**src/sv/hlpab_pkg.sv**
```systemverilog
// Shared types and constants for the length-prefixed to Annex B converter.
// Used by the front end, the command queue, the back end and the top level.
package hlpab_pkg;

  localparam int unsigned HoldDepth = 23;
  localparam int unsigned CfgHeader = 22;
  localparam int unsigned HoldIdxW  = $clog2(HoldDepth);

  localparam logic [1:0] StatusConverted = 2'd0;
  localparam logic [1:0] StatusPassed    = 2'd1;
  localparam logic [1:0] StatusBadLength = 2'd2;
  localparam logic [1:0] StatusBadConfig = 2'd3;

  typedef struct packed {
    logic [7:0] data_byte;
    logic       last_in;
  } in_item_t;

  typedef struct packed {
    logic [7:0] out_byte;
    logic       byte_valid;
    logic       last_out;
    logic [1:0] status;
  } out_item_t;

  // What the back end has to do for one input byte.
  typedef enum logic [1:0] {
    CMD_NOP,    // no data; a bare end marker if last is set
    CMD_BYTE,   // emit data
    CMD_START,  // emit 00 00 00 01
    CMD_FLUSH   // emit held bytes 0 .. cnt-1
  } cmd_kind_e;

  typedef struct packed {
    cmd_kind_e           kind;
    logic [7:0]          data;
    logic                wr_en;   // store data into the hold buffer at wr_idx
    logic [HoldIdxW-1:0] wr_idx;
    logic [HoldIdxW-1:0] cnt;
    logic                last;
    logic [1:0]          status;
  } cmd_t;

endpackage

```
**src/sv/hlpab_front.sv**
```systemverilog
// Front end: parses the incoming buffer byte by byte and issues one command
// per byte that has any effect. Depends on hlpab_pkg.
module hlpab_front (
  input  logic               clk_i,
  input  logic               rst_ni,
  input  logic               in_valid_i,
  output logic               in_ready_o,
  input  hlpab_pkg::in_item_t in_item_i,
  input  logic               cmd_ready_i,
  output logic               cmd_valid_o,
  output hlpab_pkg::cmd_t    cmd_o
);
  import hlpab_pkg::*;

  localparam logic [3:0] PhClassify = 4'd0;
  localparam logic [3:0] PhPass     = 4'd1;
  localparam logic [3:0] PhLenHdr   = 4'd2;
  localparam logic [3:0] PhLenPay   = 4'd3;
  localparam logic [3:0] PhCfgArr   = 4'd4;
  localparam logic [3:0] PhCfgNumHi = 4'd5;
  localparam logic [3:0] PhCfgNumLo = 4'd6;
  localparam logic [3:0] PhCfgLenHi = 4'd7;
  localparam logic [3:0] PhCfgLenLo = 4'd8;
  localparam logic [3:0] PhCfgPay   = 4'd9;
  localparam logic [3:0] PhLenBad   = 4'd10;
  localparam logic [3:0] PhCfgDone  = 4'd11;

  localparam logic [HoldIdxW-1:0] IdxLast   = HoldIdxW'(CfgHeader);
  localparam logic [HoldIdxW-1:0] IdxFull   = HoldIdxW'(HoldDepth);
  localparam logic [HoldIdxW-1:0] IdxDecide = HoldIdxW'(3);

  logic [3:0]          ph_q, ph_d;
  logic [HoldIdxW-1:0] cnt_q, cnt_d;
  logic [7:0]          h0_q, h0_d, h1_q, h1_d, h2_q, h2_d, h22_q, h22_d;
  logic [7:0]          arr_q, arr_d;
  logic [15:0]         nal_q, nal_d;
  logic [23:0]         acc_q, acc_d;
  logic [31:0]         pay_q, pay_d;
  logic                units_q, units_d;

  logic        accept;
  logic [7:0]  b;
  logic        last;
  logic [7:0]  first;
  logic        annexb;
  logic        do_len;
  logic [31:0] len_val;
  logic [15:0] nal_lo;
  logic [1:0]  status;
  cmd_t        cmd;

  assign in_ready_o = cmd_ready_i;
  assign accept     = in_valid_i && cmd_ready_i;
  assign b          = in_item_i.data_byte;
  assign last       = in_item_i.last_in;
  assign first      = (cnt_q == '0) ? b : h0_q;
  assign annexb     = (h0_q == 8'h00) && (h1_q == 8'h00) &&
                      ((h2_q == 8'h01) || ((h2_q == 8'h00) && (b == 8'h01)));
  assign nal_lo     = {nal_q[15:8], b};

  always_comb begin
    ph_d    = ph_q;
    cnt_d   = cnt_q;
    h0_d    = h0_q;
    h1_d    = h1_q;
    h2_d    = h2_q;
    h22_d   = h22_q;
    arr_d   = arr_q;
    nal_d   = nal_q;
    acc_d   = acc_q;
    pay_d   = pay_q;
    units_d = units_q;
    do_len  = 1'b0;
    len_val = {acc_q, b};
    status  = StatusConverted;
    cmd.kind   = CMD_NOP;
    cmd.data   = b;
    cmd.wr_en  = 1'b0;
    cmd.wr_idx = cnt_q;
    cmd.cnt    = '0;
    cmd.last   = last;
    cmd.status = StatusConverted;

    unique case (ph_q)
      PhClassify: begin
        if ((first != 8'h01) && (cnt_q == IdxDecide)) begin
          if (annexb) begin
            cmd.kind   = CMD_FLUSH;
            cmd.wr_en  = 1'b1;
            cmd.cnt    = IdxDecide + HoldIdxW'(1);
            ph_d       = PhPass;
          end else begin
            do_len  = 1'b1;
            len_val = {h0_q, h1_q, h2_q, b};
          end
        end else if ((first == 8'h01) && (cnt_q >= IdxFull)) begin
          // Record header is complete; this byte is the first array header byte.
          arr_d   = h22_q;
          units_d = 1'b0;
          ph_d    = (h22_q == 8'h00) ? PhCfgDone : PhCfgNumHi;
        end else begin
          cmd.wr_en = 1'b1;
          cnt_d     = cnt_q + HoldIdxW'(1);
          if (cnt_q == '0) h0_d = b;
          if (cnt_q == HoldIdxW'(1)) h1_d = b;
          if (cnt_q == HoldIdxW'(2)) h2_d = b;
          if (cnt_q == IdxLast) h22_d = b;
          if (last) begin
            cmd.kind = CMD_FLUSH;
            cmd.cnt  = cnt_q + HoldIdxW'(1);
            ph_d     = PhPass;
          end
        end
      end
      PhPass: begin
        cmd.kind = CMD_BYTE;
      end
      PhLenHdr: begin
        acc_d = {acc_q[15:0], b};
        cnt_d = cnt_q + HoldIdxW'(1);
        if (cnt_q == IdxDecide) do_len = 1'b1;
      end
      PhLenPay: begin
        cmd.kind = CMD_BYTE;
        pay_d    = pay_q - 32'd1;
        if (pay_q == 32'd1) begin
          ph_d  = PhLenHdr;
          cnt_d = '0;
          acc_d = '0;
        end
      end
      PhCfgArr: begin
        ph_d = PhCfgNumHi;
      end
      PhCfgNumHi: begin
        nal_d = {b, 8'h00};
        ph_d  = PhCfgNumLo;
      end
      PhCfgNumLo: begin
        nal_d = nal_lo;
        if (nal_lo == 16'd0) begin
          arr_d = arr_q - 8'd1;
          ph_d  = (arr_q == 8'd1) ? PhCfgDone : PhCfgArr;
        end else begin
          ph_d = PhCfgLenHi;
        end
      end
      PhCfgLenHi: begin
        pay_d = {16'd0, b, 8'h00};
        ph_d  = PhCfgLenLo;
      end
      PhCfgLenLo: begin
        pay_d    = {pay_q[31:8], b};
        units_d  = 1'b1;
        cmd.kind = CMD_START;
        if ({pay_q[31:8], b} == 32'd0) begin
          nal_d = nal_q - 16'd1;
          if (nal_q == 16'd1) begin
            arr_d = arr_q - 8'd1;
            ph_d  = (arr_q == 8'd1) ? PhCfgDone : PhCfgArr;
          end else begin
            ph_d = PhCfgLenHi;
          end
        end else begin
          ph_d = PhCfgPay;
        end
      end
      PhCfgPay: begin
        cmd.kind = CMD_BYTE;
        pay_d    = pay_q - 32'd1;
        if (pay_q == 32'd1) begin
          nal_d = nal_q - 16'd1;
          if (nal_q == 16'd1) begin
            arr_d = arr_q - 8'd1;
            ph_d  = (arr_q == 8'd1) ? PhCfgDone : PhCfgArr;
          end else begin
            ph_d = PhCfgLenHi;
          end
        end
      end
      default: begin
      end
    endcase

    // A new length word is complete: a zero length kills the rest of the buffer.
    if (do_len) begin
      cnt_d = '0;
      acc_d = '0;
      if (len_val == 32'd0) begin
        ph_d = PhLenBad;
      end else begin
        units_d  = 1'b1;
        pay_d    = len_val;
        ph_d     = PhLenPay;
        cmd.kind = CMD_START;
      end
    end

    priority if (ph_d == PhPass) begin
      status = StatusPassed;
    end else if (ph_d == PhLenHdr) begin
      status = ((cnt_d == '0) && units_d) ? StatusConverted : StatusBadLength;
    end else if (ph_d == PhCfgDone) begin
      status = units_d ? StatusConverted : StatusBadConfig;
    end else if ((ph_d >= PhCfgArr) && (ph_d <= PhCfgPay)) begin
      status = StatusBadConfig;
    end else begin
      status = StatusBadLength;
    end
    cmd.status = last ? status : StatusConverted;

    if (last) begin
      ph_d    = PhClassify;
      cnt_d   = '0;
      arr_d   = '0;
      nal_d   = '0;
      acc_d   = '0;
      pay_d   = '0;
      units_d = 1'b0;
    end
  end

  assign cmd_valid_o = accept && ((cmd.kind != CMD_NOP) || cmd.wr_en || last);
  assign cmd_o       = cmd;

  always_ff @(posedge clk_i or negedge rst_ni) begin
    if (!rst_ni) begin
      ph_q    <= PhClassify;
      cnt_q   <= '0;
      arr_q   <= '0;
      nal_q   <= '0;
      acc_q   <= '0;
      pay_q   <= '0;
      units_q <= 1'b0;
    end else if (accept) begin
      ph_q    <= ph_d;
      cnt_q   <= cnt_d;
      arr_q   <= arr_d;
      nal_q   <= nal_d;
      acc_q   <= acc_d;
      pay_q   <= pay_d;
      units_q <= units_d;
    end
  end

  always_ff @(posedge clk_i) begin
    if (accept) begin
      h0_q  <= h0_d;
      h1_q  <= h1_d;
      h2_q  <= h2_d;
      h22_q <= h22_d;
    end
  end

endmodule

```
**src/sv/hlpab_cmd_fifo.sv**
```systemverilog
// Short command queue between the front end and the back end.
// Depends on hlpab_pkg for the command type.
module hlpab_cmd_fifo #(
  parameter int unsigned Depth = 4
) (
  input  logic            clk_i,
  input  logic            rst_ni,
  input  logic            push_i,
  output logic            ready_o,
  input  hlpab_pkg::cmd_t push_cmd_i,
  input  logic            pop_i,
  output logic            valid_o,
  output hlpab_pkg::cmd_t head_o
);
  import hlpab_pkg::*;

  localparam int unsigned PtrW = (Depth > 1) ? $clog2(Depth) : 1;
  localparam int unsigned CntW = $clog2(Depth + 1);
  localparam logic [PtrW-1:0] PtrMax = PtrW'(Depth - 1);
  localparam logic [CntW-1:0] CntFull = CntW'(Depth);

  cmd_t            mem_q [Depth];
  logic [PtrW-1:0] wr_ptr_q, rd_ptr_q;
  logic [CntW-1:0] count_q;
  logic            do_push, do_pop;

  assign ready_o = (count_q != CntFull);
  assign valid_o = (count_q != '0);
  assign head_o  = mem_q[rd_ptr_q];
  assign do_push = push_i && ready_o;
  assign do_pop  = pop_i && valid_o;

  always_ff @(posedge clk_i or negedge rst_ni) begin
    if (!rst_ni) begin
      wr_ptr_q <= '0;
      rd_ptr_q <= '0;
      count_q  <= '0;
    end else begin
      if (do_push) wr_ptr_q <= (wr_ptr_q == PtrMax) ? '0 : wr_ptr_q + PtrW'(1);
      if (do_pop)  rd_ptr_q <= (rd_ptr_q == PtrMax) ? '0 : rd_ptr_q + PtrW'(1);
      if (do_push && !do_pop) begin
        count_q <= count_q + CntW'(1);
      end else if (!do_push && do_pop) begin
        count_q <= count_q - CntW'(1);
      end
    end
  end

  always_ff @(posedge clk_i) begin
    if (do_push) mem_q[wr_ptr_q] <= push_cmd_i;
  end

endmodule

```
**src/sv/hlpab_back.sv**
```systemverilog
// Back end: expands queued commands into output bytes, owns the hold buffer
// and the output register. Depends on hlpab_pkg.
module hlpab_back (
  input  logic                 clk_i,
  input  logic                 rst_ni,
  input  logic                 cmd_valid_i,
  output logic                 cmd_pop_o,
  input  hlpab_pkg::cmd_t      cmd_i,
  output logic                 out_valid_o,
  input  logic                 out_ready_i,
  output hlpab_pkg::out_item_t out_item_o
);
  import hlpab_pkg::*;

  localparam logic [HoldIdxW-1:0] PosStartEnd = HoldIdxW'(3);

  logic [7:0]          hold_q [HoldDepth];
  cmd_t                cur_q;
  logic                cur_valid_q;
  logic [HoldIdxW-1:0] pos_q;
  logic                out_valid_q;
  out_item_t           out_q;

  logic      step, emit, final_step, consume, load, pop;
  out_item_t item;

  always_comb begin
    emit            = 1'b1;
    final_step      = 1'b1;
    item.out_byte   = cur_q.data;
    item.byte_valid = 1'b1;
    unique case (cur_q.kind)
      CMD_NOP: begin
        emit            = cur_q.last;
        item.out_byte   = 8'h00;
        item.byte_valid = 1'b0;
      end
      CMD_BYTE: begin
      end
      CMD_START: begin
        final_step    = (pos_q == PosStartEnd);
        item.out_byte = (pos_q == PosStartEnd) ? 8'h01 : 8'h00;
      end
      CMD_FLUSH: begin
        final_step = ((pos_q + HoldIdxW'(1)) == cur_q.cnt);
      end
      default: begin
      end
    endcase
    item.last_out = cur_q.last && final_step;
    item.status   = item.last_out ? cur_q.status : StatusConverted;
  end

  // The next command is taken in the same cycle the current one finishes.
  assign step      = cur_valid_q && (!out_valid_q || out_ready_i);
  assign consume   = step && final_step;
  assign load      = !cur_valid_q || consume;
  assign pop       = load && cmd_valid_i;
  assign cmd_pop_o = pop;

  always_ff @(posedge clk_i or negedge rst_ni) begin
    if (!rst_ni) begin
      cur_valid_q <= 1'b0;
      pos_q       <= '0;
      out_valid_q <= 1'b0;
    end else begin
      if (load) begin
        cur_valid_q <= cmd_valid_i;
        pos_q       <= '0;
      end else if (step) begin
        pos_q <= pos_q + HoldIdxW'(1);
      end
      if (!out_valid_q || out_ready_i) begin
        out_valid_q <= step && emit;
      end
    end
  end

  always_ff @(posedge clk_i) begin
    if (pop) begin
      cur_q <= cmd_i;
      if (cmd_i.wr_en) hold_q[cmd_i.wr_idx] <= cmd_i.data;
    end
    if (step && emit) begin
      out_q.byte_valid <= item.byte_valid;
      out_q.last_out   <= item.last_out;
      out_q.status     <= item.status;
      // Held bytes go straight from the buffer into the output register.
      out_q.out_byte   <= (cur_q.kind == CMD_FLUSH) ? hold_q[pos_q] : item.out_byte;
    end
  end

  assign out_valid_o = out_valid_q;
  assign out_item_o  = out_q;

endmodule

```
**src/sv/hevc_length_prefix_to_annexb_core.sv**
```systemverilog
// Converts one HEVC packet buffer, fed one byte per cycle with a mark on its
// final byte, into Annex B form: length prefixes (4-byte in a length stream,
// 2-byte inside a leading configuration record) become 00 00 00 01 start codes,
// Annex B and short buffers pass through, and the last result of each buffer
// carries a status. Input is taken at one byte per cycle while the output side
// keeps up; each start code expands to four output bytes, and a buffer that is
// held for classification (up to 23 bytes) is replayed at one byte per cycle,
// all paced by the single output register of the back end, with a command
// queue of CmdFifoDepth entries absorbing the bursts. No clearing pass is
// needed after reset.
module hevc_length_prefix_to_annexb_core #(
  parameter int unsigned CmdFifoDepth = 4
) (
  input  logic                 clk_i,
  input  logic                 rst_ni,
  input  logic                 in_valid_i,
  output logic                 in_ready_o,
  input  hlpab_pkg::in_item_t  in_item_i,
  output logic                 out_valid_o,
  input  logic                 out_ready_i,
  output hlpab_pkg::out_item_t out_item_o
);
  import hlpab_pkg::*;

  logic cmd_push, cmd_ready, cmd_valid, cmd_pop;
  cmd_t cmd_in, cmd_head;

  hlpab_front u_front (
    .clk_i       (clk_i),
    .rst_ni      (rst_ni),
    .in_valid_i  (in_valid_i),
    .in_ready_o  (in_ready_o),
    .in_item_i   (in_item_i),
    .cmd_ready_i (cmd_ready),
    .cmd_valid_o (cmd_push),
    .cmd_o       (cmd_in)
  );

  hlpab_cmd_fifo #(
    .Depth (CmdFifoDepth)
  ) u_cmd_fifo (
    .clk_i      (clk_i),
    .rst_ni     (rst_ni),
    .push_i     (cmd_push),
    .ready_o    (cmd_ready),
    .push_cmd_i (cmd_in),
    .pop_i      (cmd_pop),
    .valid_o    (cmd_valid),
    .head_o     (cmd_head)
  );

  hlpab_back u_back (
    .clk_i       (clk_i),
    .rst_ni      (rst_ni),
    .cmd_valid_i (cmd_valid),
    .cmd_pop_o   (cmd_pop),
    .cmd_i       (cmd_head),
    .out_valid_o (out_valid_o),
    .out_ready_i (out_ready_i),
    .out_item_o  (out_item_o)
  );

endmodule
```
**config.mk**
```make
export PLATFORM = sky130hd
export DESIGN_NAME = hevc_length_prefix_to_annexb_core
export DESIGN_NICKNAME = d
export VERILOG_FILES = /design/src/sv/hlpab_pkg.sv /design/src/sv/hlpab_front.sv /design/src/sv/hlpab_cmd_fifo.sv /design/src/sv/hlpab_back.sv /design/src/sv/hevc_length_prefix_to_annexb_core.sv
export SDC_FILE = /design/constraint.sdc
export NUM_CORES = 1
export LEC_CHECK = 0
export ABC_CLOCK_PERIOD_IN_PS = 8800
export BUFFER_PORTS_ARGS = -buffer_cell sky130_fd_sc_hd__buf_2
export CORE_MARGIN = 10
export CORE_UTILIZATION = 31
export CTS_CLUSTER_DIAMETER = 40
export DETAILED_ROUTE_END_ITERATION = 16
export PLACE_DENSITY = 0.56
export SKIP_CTS_REPAIR_TIMING = 1
export SYNTH_ARGS = -nofsm -noshare
export SYNTH_HDL_FRONTEND = slang
export SYNTH_HIERARCHICAL = 1
export SYNTH_SLANG_ARGS = --single-unit
```
**constraint.sdc**
```tcl
create_clock -name clk_i -period 8.8 [get_ports clk_i]
set_input_delay 1.76 -clock clk_i [delete_from_list [all_inputs] [get_ports clk_i]]
set_output_delay 1.76 -clock clk_i [all_outputs]
set_load 0.02 [all_outputs]
```
==> summary by stage, run 1 <==
Synthesis
The register area share after synthesis is roughly three fifths. After synthesis the cells add up to 20800 um2. The count of flip-flops with a built-in enable after synthesis is 342. Synthesis produced 1580 cells. In the synthesized netlist the dominant register cell turns out to be sky130_fd_sc_hd__edfxtp_1.

The number of register bits inferred by synthesis is 446. Each instance of the synthesized netlist takes up on average 13.1 um2. The share of flip-flops with an asynchronous set or reset is between 20% and 30%.

Synthesis produced a netlist with a net count of 1611. The number of distinct library cells after synthesis is 92. The synthesis warning total is 6.

Pwr
The total leakage power is 8.44 nW. The worst-case vdd ir drop is roughly 0.24 mV. The areal power density over the cells is about 400 nW/um2.

Clocking
The clock edge transition at the registers on the reported setup and hold paths is 0.05 ns. The sink count of the clock tree is 446. TritonCTS built the clock tree.

Clock latency on the worst-skew pair, taken at its later pin, is 0.63 ns. The clock buffer count from CTS is 73. No sink is reached through more buffers than the 3 on the longest clock path. Clock tree synthesis selected as its root buffer the cell sky130_fd_sc_hd__clkbuf_16. The number of levels in the clock H-tree is 3.

Detailed routing
After detailed routing, the average wire length per cell comes to 21.4 um. The remaining antenna violation count after routing is 0. The number of vias per cell after detailed routing is 5.47. Routed signal wires occupy layers up through met4. The final wirelength is 54400 um. After the first detailed-routing iteration, the DRC count stood at 1377. In the routed design, unresolved DRC markers number 0. The first detailed-routing pass took 5 iterations. Wire segments on met2 add up to 24900 um in the final route.

The detailed router placed 13900 vias in this run. The wire length on met3 is 3240 um. The total routed wire length on the met1 layer is around 25000 um.

Final layout
In the layout the commonest cells are sky130_fd_sc_hd__edfxtp_1 (342), sky130_fd_sc_hd__nand2_1 (163), sky130_fd_sc_hd__dfrtp_1 (102), sky130_fd_sc_hd__nor2_1 (92), sky130_fd_sc_hd__clkbuf_16 (73). Leaving out fill and tap cells, the most frequent cell in the layout is sky130_fd_sc_hd__edfxtp_1. Compared with the post-synthesis result, the final layout area differs by 17.2%. The ratio of cells with drive above 1 in the final layout is roughly 18%.

For this run, the post-layout net count is 1650. Fill cells in the final layout number around 6300.

Timing
Adding up every negative setup slack in the final design gives 0 ns. Setup violations remaining at the end of the flow were counted as 0. The total count of max-transition violations in the final report is 0. The final cycle utilization of the critical path is about two thirds. The number of hold violations in the final report was 0. Hold is met by 0.493 ns. The post-route clock skew is ~0.045 ns. Measured against its own limit, the worst slew margin works out to 20.9%. The shortest period the worst path allows is 6.03 ns. The slew at the pin closest to its max-slew limit is 1.18 ns. The achievable clock frequency is ~170 MHz.

Setup repair after global routing left no endpoint under its margin.

Die
The initial cell density of the core is 31.4%. The die is 279 um tall. The width of the chip is 279 um. The placeable core region is 66100 um2. The floorplan step defined a die boundary enclosing slightly below 80000 um2.

The initialized floorplan defines 94 standard-cell rows. The number of ports placed on the die boundary is 27.

Placed design
Buffers placed on the I/O ports in this run total 26. The HPWL after detailed placement is 34500 um. Routability-driven placement finished with a final weighted congestion of 0.918.

Global route
The via count of the first global-routing pass is 13800. The first global-routing pass estimated 83900 um of wire. The total congestion overflow after global routing is 0. Entering global routing, the biggest net connects 61 pins. For this run, the total global-route usage over all layers was measured as about 14%. The initial antenna violation count is 0.

Worst setup path
The startpoint type of the worst setup path is a primary input. STA classifies the critical path endpoint as a register. The worst setup path is of the primary input to register kind.

For flop-to-flop paths, the worst setup slack is 3.10 ns. Data on the critical path is required at its endpoint by just over 9 ns. Of all nets on the critical path, the largest fanout is 27. Data arrives at the worst endpoint at 6.56 ns.

Run status
The run finished with clean final reports.

Worst hold path
The tightest min-delay check is of the register to register type.

Job
The count of max-cap constraint violations is 0.
-- area by class of cell --
cell class | count | area, um2 | share of cell area [%]
flip-flops and latches | 446 | 12900 | 52.9
clock buffers | 82 | 1880 | 7.73
repair buffers | 64 | 418 | 1.72
diodes | 1 | 2.50 | 0.0103
multi-input cells | 1008 | 7320 | 30.1
clock inverters | 51 | 663 | 2.73
inverters | 26 | 97.6 | 0.401
well taps | 864 | 1080 | 4.44
-- power breakdown --
part	switching, mW	leakage, nW	total (mW)	internal (mW)
clock network	1.10	1.21	2.90	1.80
logic	2.28	2.71	3.45	1.18
registers	0.313	4.51	3.29	2.98
total	3.69	8.44	9.65	5.96
-- layer usage --
metal	vias to the layer above	global-route usage [%]
met4	0	5.10
met3	113	2.96
li1	6281	-
met1	7021	18.8
met2	495	21.2
met5	-	0
-- per-stage QoR --
step | total power [mW] | cell area (um2) | cells | worst slack [ns] | utilization, %
after floorplan | 5.71 | 20800 | 1580 | 3.56 | -
after global placement | 6.69 | 21800 | 2408 | 2.40 | 33.0
after detailed placement | 6.76 | 21800 | 2408 | 2.28 | 33.0
after CTS | 9.70 | 24300 | 2541 | 2.88 | 36.8
after global routing | 10.2 | 24300 | 2541 | 2.50 | 36.8
final | 9.65 | 24300 | 2542 | 2.77 | 36.8
-- kinds of logic (layout without fill, tap and decap cells) --
kind of cell / Yosys count / in the layout / synth area share, %
muxes: 101 / 101 / 8.94
other: 0 / 1 / 0
buffers and inverters: 126 / 223 / 3.12
and+or+nand+nor: 493 / 493 / 11.9
xor gates and xnor gates: 22 / 22 / 0.994
adders and majority gates: 18 / 18 / 1.12
AOI/OAI and AO/OA: 374 / 374 / 12.0
DFF: 446 / 446 / 62.0
-- worst max-delay path: stages --
cell and delay [ns]:
sky130_fd_sc_hd__buf_2 0.44, sky130_fd_sc_hd__nor4_2 0.18, sky130_fd_sc_hd__a211oi_2 0.35, sky130_fd_sc_hd__o21a_1 0.77
sky130_fd_sc_hd__nand2_2 0.52, sky130_fd_sc_hd__a311o_1 0.40, sky130_fd_sc_hd__buf_4 0.23, sky130_fd_sc_hd__nand2_1 0.26
sky130_fd_sc_hd__nor4_1 0.09, sky130_fd_sc_hd__nor2_1 0.09, sky130_fd_sc_hd__a21boi_2 0.32, sky130_fd_sc_hd__ha_1 0.25
sky130_fd_sc_hd__inv_1 0.07, sky130_fd_sc_hd__fa_1 0.37, sky130_fd_sc_hd__xor2_1 0.15, sky130_fd_sc_hd__nor2_1 0.13
sky130_fd_sc_hd__xor2_1 0.15
-- registers in the layout, summed over array words and instances (netlist names), 12 cells and up --
register	flops
u_cmd_fifo/mem_q	96
u_back/hold_q	184
u_front/pay_q	32
u_back/out_item_o	12
u_back/cur_q	18
u_front/nal_q	16
u_front/acc_q	24
-- Yosys cell counts (14+ instances only) --
cell type / count / area [um2]
sky130_fd_sc_hd__a221oi_1: 14 / 123
sky130_fd_sc_hd__edfxtp_1: 342 / 10300
sky130_fd_sc_hd__dfrtp_1: 104 / 2600
sky130_fd_sc_hd__clkbuf_1: 50 / 188
sky130_fd_sc_hd__a21oi_1: 62 / 310
sky130_fd_sc_hd__ha_1: 17 / 213
sky130_fd_sc_hd__buf_2: 23 / 115
sky130_fd_sc_hd__mux4_2: 58 / 1310
sky130_fd_sc_hd__nor2_1: 93 / 349
sky130_fd_sc_hd__a22oi_1: 22 / 165
sky130_fd_sc_hd__mux2_2: 17 / 191
sky130_fd_sc_hd__mux2i_1: 19 / 190
sky130_fd_sc_hd__nand2_1: 163 / 612
sky130_fd_sc_hd__nor4_1: 27 / 169
sky130_fd_sc_hd__buf_4: 14 / 105
sky130_fd_sc_hd__and2_1: 15 / 93.8
sky130_fd_sc_hd__nor3_1: 56 / 280
sky130_fd_sc_hd__inv_1: 24 / 90.1
sky130_fd_sc_hd__o21ai_0: 54 / 270
sky130_fd_sc_hd__nand3_1: 31 / 155
sky130_fd_sc_hd__o21ai_1: 68 / 340
sky130_fd_sc_hd__a31oi_1: 16 / 100
-- final timing paths --
kind                       depth (start not counted)        startpoint                endpoint
max                                               17      in_item_i[4]   u_cmd_fifo/count_q[2]
min reg2reg                                        2   u_front/units_q         u_front/units_q
min                                                2   u_front/units_q         u_front/units_q
min in group asynchronous                          1            rst_ni  u_cmd_fifo/rd_ptr_q[1]
max reg2reg                                       17  u_front/cnt_q[1]   u_cmd_fifo/count_q[2]
max in group asynchronous                          2            rst_ni        u_front/acc_q[3]
Power figures use the tool's default switching activity.
==> inputs of run 2 (changes only) <==
ABC_AREA = 1   (was not set)
ABC_CLOCK_PERIOD_IN_PS = 5800   (was 8800)
clock period = 5.8 ns   (was 8.8 ns; I/O delays follow)
==> run 2 against run 1 <==
Hold slack improved by 0.015 ns. Count of clock-buffer cells in the layout decreased by 8. Area after synthesis increased by 5.4%. Final cell count increased by 29%. Clock skew decreased by 0.017 ns. Wire length increased by 15%. Core utilization decreased by 0.75 points.
==> summary by stage, run 2 <==
Detailed routing
The DRC violation total after the first TritonRoute iteration is 1508. The detail route stage leaves a number of antenna-violating nets equal to 0. The routed wire length per instance is 19.1 um. The final wirelength is 62800 um. Before antenna repair, the detailed router went through 6 iterations. The number of vias in the routed layout is approximately 17000. The final routed DRC violation total is 0.

In the routed layout, each cell is associated on average with a via count of approximately 5.1.

Synthesis
By area, the combinational part of the netlist is dominated by simple AND/OR/NAND/NOR gates. The count of flip-flops with a built-in enable after synthesis is between 300 and 400. Counting flops with an async set or reset pin after synthesis yields a share of between 20% and 30%. The leading cell type by number of instances after synthesis is sky130_fd_sc_hd__nand2_1. After synthesis, the most frequently instantiated cells are sky130_fd_sc_hd__nand2_1 (429), sky130_fd_sc_hd__edfxtp_1 (342), sky130_fd_sc_hd__inv_1 (268), sky130_fd_sc_hd__nor2_1 (214), sky130_fd_sc_hd__nand3_1 (189). The register area share after synthesis is 58.8%.

After Yosys synthesis, and, or, nand and nor cells account for about a fifth of the synthesized area. The biggest area contributor in the post-synthesis netlist is sky130_fd_sc_hd__edfxtp_1. The area share of the largest cell type after synthesis is 46.9%. Counting distinct cell types in the post-synthesis netlist gives 54.

Synthesis produced a netlist with a net count of 2297. After synthesis, the cell types taking the most area are sky130_fd_sc_hd__edfxtp_1 (47%), sky130_fd_sc_hd__dfrtp_1 (12%), sky130_fd_sc_hd__nand2_1 (7.4%). After Yosys synthesis, full adders, half adders and majority gates account for between 1 and 1.5% of the synthesized area.

The complex-gate fraction of the synthesized area is 12.8%. The average size of a mapped cell is 9.66 um2. Synthesis produced about 2300 cells.

Measured against the total synthesized area, the mux share comes to 0%. The dominant synthesized flop cell is sky130_fd_sc_hd__edfxtp_1. The number of register bits inferred by synthesis is 446. The synthesized netlist devotes 0.600% of its cell area to XOR and XNOR gates. The cell area that synthesis handed to floorplanning was 21900 um2. The synthesis warning total is 6.

Global route
The first global-routing pass estimated 97300 um of wire. The initial antenna violation count was 1. The total overflow left after global routing is 0.

In the global route stage, overall resource usage came out at approximately 15%. The via count of the first global-routing pass is 16300. The pin count of the biggest net entering global routing is 100.

Worst setup path
The required time at the endpoint of the critical path is ~6.3 ns. The largest single stage delay on the critical path is 0.51 ns. The largest fanout of any net on the critical path is 43.

For this design, the slowest cell found on the critical path is sky130_fd_sc_hd__dfrtp_1. By instance count, the cell type seen most on the critical path is sky130_fd_sc_hd__nand2_1. The startpoint type of the worst setup path is a register. The critical path endpoint category is a register. The critical path is of the register to register type. The data arrival time of the worst path is between 5 and 6 ns.

Timing
Setup repair after global routing left no endpoint under its margin. Across the routed clock network, the largest skew measured is 0.0282 ns. The final cycle utilization of the critical path is roughly 84%. Setup total negative slack on the finished layout was measured at 0 ns. The headroom to the max-slew limit is roughly a fifth. The worst path meets setup with 0.957 ns of slack. The achievable clock frequency is around 210 MHz. The total count of max-transition violations in the final report is 0.

The slew at the pin closest to its max-slew limit is 1.19 ns. The routed design could run at a clock period as short as 4.84 ns. The number of hold violations in the final report is 0.

The number of setup violations in the final report is 0.

Clocking
Counting the buffers created by CTS gives 69. The clock tree from TritonCTS is built. The longest clock path from root to sink contains 3 buffers. At the later pin of the worst-skew pair, clock insertion delay measures 0.62 ns. The sink count of the clock tree is 446. After clock tree synthesis, the clock-pin slew on the worst setup and hold paths is 0.06 ns. The tree is rooted in a sky130_fd_sc_hd__clkbuf_16. The H-tree was split into 3 levels.

Final layout
The utilization after layout is 36.1%. In the layout the commonest cells are sky130_fd_sc_hd__nand2_1 (429), sky130_fd_sc_hd__edfxtp_1 (342), sky130_fd_sc_hd__inv_1 (267), sky130_fd_sc_hd__nor2_1 (209), sky130_fd_sc_hd__nand3_1 (189). The net count of the finished layout is 2318. The number of antenna cells inserted is 0. The area growth from synthesis to final layout is 15.4%. The ratio of cells with drive above 1 in the final layout is 11.0%. More flip-flops sit in one register than any other, and that register is u_back/hold_q. The most common library cell in the layout ignoring fill and taps is sky130_fd_sc_hd__nand2_1. The largest registers in the layout are u_back/hold_q (184), u_cmd_fifo/mem_q (96), u_front/pay_q (32).

The number of flip-flops under the largest register name is between 150 and 200.

Die
The initial utilization of the core area, before any placement, comes to 31.3%. 27 I/O pins were placed. The chip height is between 200 and 300 um. The total area inside the core boundary comes to 70000 um2. The area of the die is 81600 um2. In this run the core area contains 97 standard-cell rows.

The die is 286 um wide.

Placed design
The final estimated routing congestion in global placement is approximately 0.9. After legalization and detailed placement, the total HPWL measured 41800 um. The number of buffers added on ports is 26.

At the placement stage, the worst setup path has a slack of between 0.6 and 0.7 ns.

Pwr
The worst-case vdd ir drop is 0.336 mV. The completed layout was analyzed and its total power is 15.2 mW. The areal power density over the cells is around 600 nW/um2.

The total leakage power is ~10 nW.

Job
Across the run, the number of max-cap violations was 0.

Run status
The run finished with clean final reports.

Worst hold path
The type of the most critical hold path is register to register.
-- run 2: cell types whose count changed after synthesis, moves of 20 or more --
cell / delta
sky130_fd_sc_hd__o211ai_1: +45
sky130_fd_sc_hd__o211ai_2: +25
sky130_fd_sc_hd__o22ai_1: +45
sky130_fd_sc_hd__o21ai_1: -21
sky130_fd_sc_hd__nor2_2: +26
sky130_fd_sc_hd__mux4_2: -58
sky130_fd_sc_hd__inv_1: +244
sky130_fd_sc_hd__nand2_1: +266
sky130_fd_sc_hd__nand3_1: +158
sky130_fd_sc_hd__o21ai_0: +113
sky130_fd_sc_hd__nor4_1: -20
sky130_fd_sc_hd__nand4_1: +25
sky130_fd_sc_hd__nor2_1: +121
sky130_fd_sc_hd__nor3_1: -28
-- run 2: power breakdown --
group / internal [mW] / switching (mW)
registers: 4.56 / 0.496
clock network: 2.62 / 1.63
logic: 1.61 / 4.26
total: 8.79 / 6.39
-- run 2: cell families (layout without fill, tap and decap cells) --
logic type | after synthesis | after routing
buf+inv | 378 | 456
compound gates | 452 | 452
simple gates | 957 | 957
flops | 446 | 446
xor+xnor | 15 | 15
fa+ha+maj | 18 | 18
-- run 2: area by class of cell --
type                       instances  area [um2]
sequential                       446       12900
multi-input combinational       1442        7420
timing repair buffer              54         343
tap                              940        1180
fill                            7021       44800
clock buffer                      74        1760
clock inverter                    54         661
inverter                         274        1030
-- run 2: critical path, delay by kind of cell, from the launching register on --
kind | cells | cell delay (ns)
simple gates | 16 | 2.07
fa+ha+maj | 3 | 0.80
buf+inv | 6 | 0.76
compound gates | 3 | 0.59
flops | 1 | 0.51
-- run 2: worst paths after layout --
path	from	end	slack, ns	depth (start not counted)
max in group asynchronous	rst_ni	u_front/pay_q[25]	3.89	2
worst max-delay path	u_front/cnt_q[0]	u_cmd_fifo/count_q[1]	0.96	28
worst min register to register	u_front/acc_q[10]	u_front/acc_q[18]	0.51	2
worst min-delay path	u_front/acc_q[10]	u_front/acc_q[18]	0.51	2
min in group asynchronous	rst_ni	u_front/nal_q[9]	0.65	1
worst max register to register	u_front/cnt_q[0]	u_cmd_fifo/count_q[1]	0.96	28
-- run 2: stage by stage --
stage                     hold slack [ns]  cells  cell area (um2)
after floorplan                     0.463   2266            21900
final                               0.509   3284            25300
after detailed placement            0.493   3156            22800
after global placement              0.487   3156            22800
after CTS                           0.511   3284            25300
after global routing                0.548   3284            25300
-- run 2: per-layer routing --
layer | track usage, % | part of all wire (%) | vias to the layer above
met1 | 20.7 | 46 | 8208
met2 | 24.1 | 47 | 550
met3 | 2.89 | 5.7 | 102
li1 | - | - | 7918
met4 | 3.74 | 1.8 | 0
met5 | 0 | 0 | -
==> inputs of run 3 (changes only) <==
ABC_AREA = 0   (was 1)
ABC_CLOCK_PERIOD_IN_PS = 4600   (was 5800)
clock period = 4.6 ns   (was 5.8 ns; I/O delays follow)
==> run 3 against run 2 <==
Via count down 15%. Combinational power up 18%. Hold slack worse by 0.099 ns. Count of clock-buffer cells in the layout up 9.
==> summary by stage, run 3 (synthesis results as in run 1) <==
Run status
The run finished with clean final reports.

Timing
Setup repair after global routing left no endpoint under its margin. The headroom to the max-slew limit is 29.1%. The number of setup violations in the final report is 0. The worst path in the final design needs a cycle of 4.06 ns, including I/O delays and setup. The post-route clock skew is 0.0342 ns. The accumulated negative setup slack is 0 ns. For the pin with the worst max-slew slack, the measured transition is 1.06 ns. Based on the critical path, the design can be clocked at up to 246 MHz. After layout, the worst path uses 88.2% of the clock period. The total count of max-transition violations in the final report is 0. The number of hold violations in the final report is 0.

Detailed routing
The final wirelength is around 56000 um. After the first detailed-routing iteration, the DRC count stood at between 1000 and 1500. The number of vias in the routed layout is roughly 14000.

The routed wire length per instance is between 20 and 25 um. The first-pass detailed-route iteration total is 6. The number of vias per cell after detailed routing is ~5.5.

The remaining antenna violation count after routing is 0. For this run, design rule violations remaining after detail routing come to 0.

Pwr
In this run the power density over the cells is slightly below 800 nW/um2. Summed over all cells, the static leakage comes to 8.80 nW. Across the VDD grid, the largest voltage drop is 0.379 mV.

Final layout
The area growth from synthesis to final layout is 19.6%. The register with the most flip-flops in the layout has 184 of them. The most common library cell in the layout ignoring fill and taps is sky130_fd_sc_hd__edfxtp_1. The final net count is 1707. The register with the highest flop count is u_back/hold_q.

The area of the multi-input gates is approximately 7300 um2. The register area is roughly 13000 um2. After the flow finishes, the layout carries non-filler instances totaling approximately 2600. The filler cells instantiated in the layout total 6290. In the final layout, the registers with the most flip-flops are u_back/hold_q (184), u_cmd_fifo/mem_q (96), u_front/pay_q (32).

The library cells used most frequently in the layout, excluding fill and tap cells, are sky130_fd_sc_hd__edfxtp_1 (342), sky130_fd_sc_hd__nand2_1 (163), sky130_fd_sc_hd__dfrtp_1 (102), sky130_fd_sc_hd__buf_4 (95), sky130_fd_sc_hd__nor2_1 (92). Of the cells placed in the final design, the portion with a size suffix greater than 1 is 20.2%.

Worst setup path
The terminus of the critical flop-to-flop path is u_cmd_fifo/count_q[2]. The critical path is of the register to register type. The setup slack on the worst flop-to-flop path is 0.54 ns. Data on the critical path is required at its endpoint by 5.12 ns. The largest fanout of any net on the critical path is 26. The origin of the worst setup path is u_front/cnt_q[0]. The startpoint type of the worst setup path is a register. The critical path endpoint category is a register. The critical path endpoint is u_cmd_fifo/count_q[2]. The number of cells on the worst reg-to-reg path is 18.

At the worst endpoint, the arrival time is about 4.6 ns. In this run the critical register-to-register path is launched from u_front/cnt_q[0].

Die
In this run the count of I/O pins placed on the die edge is 27. The area of the die is 77700 um2. For this configuration, the core starts out at a cell density of 31.4%. The width of the chip is 279 um. The initialized floorplan defines 94 standard-cell rows. The die is 279 um tall.

The placeable core region is about 66000 um2.

Placed design
The total instance count after detailed placement is approximately 2500. The estimated wirelength of the detail-placed design is 36700 um. The final estimated routing congestion in global placement is between 0.8 and 0.9. During placement, the flow inserted port buffers numbering 26.

Clocking
The latest clock arrival within the worst-skew pair is 0.61 ns. Counting every sink on the clock net gives 446. CTS placed an instance of sky130_fd_sc_hd__clkbuf_16 at the clock tree root. The clock passes through at most 3 buffers.

The clock buffer count from CTS is 74. The clock tree from TritonCTS is built. Clock-pin slew was measured on the worst setup and hold paths at 0.05 ns. The number of levels in the clock H-tree is 3.

Global route
The via count of the first global-routing pass is 14300. Global routing used 14.4% of the available tracks across all layers. After global routing the overflow that remains totals 0.

The global-route wire length before repair is about 88000 um. The pin count of the biggest net entering global routing is just under 60. The initial antenna violation count is 0.

Job
The count of max-cap constraint violations is 0.

Worst hold path
The path class of the tightest hold or removal check is primary input to async pin.
[run 3: worst max-delay path: stages (launching register included)]
cell                       delay [ns]
sky130_fd_sc_hd__dfrtp_1         0.34
sky130_fd_sc_hd__ha_1            0.17
sky130_fd_sc_hd__or4b_4          0.52
sky130_fd_sc_hd__a211oi_2        0.32
sky130_fd_sc_hd__o21a_1          0.18
sky130_fd_sc_hd__buf_4           0.27
sky130_fd_sc_hd__a21oi_1         0.14
sky130_fd_sc_hd__a311o_1         0.40
sky130_fd_sc_hd__nand2_1         0.10
sky130_fd_sc_hd__nor4_1          0.07
sky130_fd_sc_hd__buf_4           0.16
sky130_fd_sc_hd__nor2_1          0.07
sky130_fd_sc_hd__a21boi_2        0.19
sky130_fd_sc_hd__ha_1            0.20
sky130_fd_sc_hd__inv_1           0.06
sky130_fd_sc_hd__fa_1            0.37
sky130_fd_sc_hd__xor2_1          0.15
sky130_fd_sc_hd__nor2_1          0.11
sky130_fd_sc_hd__xor2_1          0.16
[run 3: worst min-delay path by stage]
stage	start	endpoint	slack (ns)	depth (start not counted)
2_1_floorplan	u_front/units_q	u_front/units_q	0.45	2
3_3_place_gp	u_front/units_q	u_front/units_q	0.47	2
3_5_place_dp	u_front/units_q	u_front/units_q	0.47	2
4_1_cts	rst_ni	u_cmd_fifo/rd_ptr_q[1]	0.43	1
5_1_grt	rst_ni	u_cmd_fifo/rd_ptr_q[1]	0.46	1
6_report	rst_ni	u_cmd_fifo/rd_ptr_q[1]	0.41	1
[run 3: per-stage QoR]
| stage | hold slack (ns) | total power, mW | instance area (um2) | utilization [%] | setup WS, ns |
|---|---|---|---|---|---|
| after CTS | 0.427 | 19.2 | 24800 | 37.6 | 0.550 |
| after detailed placement | 0.468 | 13.2 | 22200 | 33.5 | 0.124 |
| after floorplan | 0.449 | 10.9 | 20800 | - | 0.196 |
| after global routing | 0.456 | 20.1 | 24800 | 37.6 | 0.220 |
| final | 0.410 | 19.1 | 24800 | 37.6 | 0.541 |
| after global placement | 0.466 | 13.1 | 22200 | 33.5 | 0.215 |
[run 3: power by group]
| part | switching (mW) | internal (mW) | total (mW) |
|---|---|---|---|
| Clock | 2.03 | 3.84 | 5.87 |
| Combinational | 4.50 | 2.41 | 6.90 |
| Sequential | 0.604 | 5.70 | 6.30 |
| Total | 7.13 | 11.9 | 19.1 |
[run 3: cell type report]
type	instances	share of cell area, %
Sequential cell	446	51.9
Inverter	26	0.393
Timing Repair Buffer	120	3.38
Tap cell	864	4.35
Antenna cell	1	0.0101
Clock buffer	83	7.72
Clock inverter	53	3.05
Multi-Input combinational cell	1008	29.2
[run 3: per-layer routing]
metal | GRT usage (%) | share of wire [%] | vias up
met5 | 0 | 0 | -
met4 | 4.95 | 2.6 | 0
met3 | 2.90 | 6.9 | 107
met2 | 22.6 | 46 | 517
met1 | 19.6 | 44 | 7238
li1 | - | - | 6403
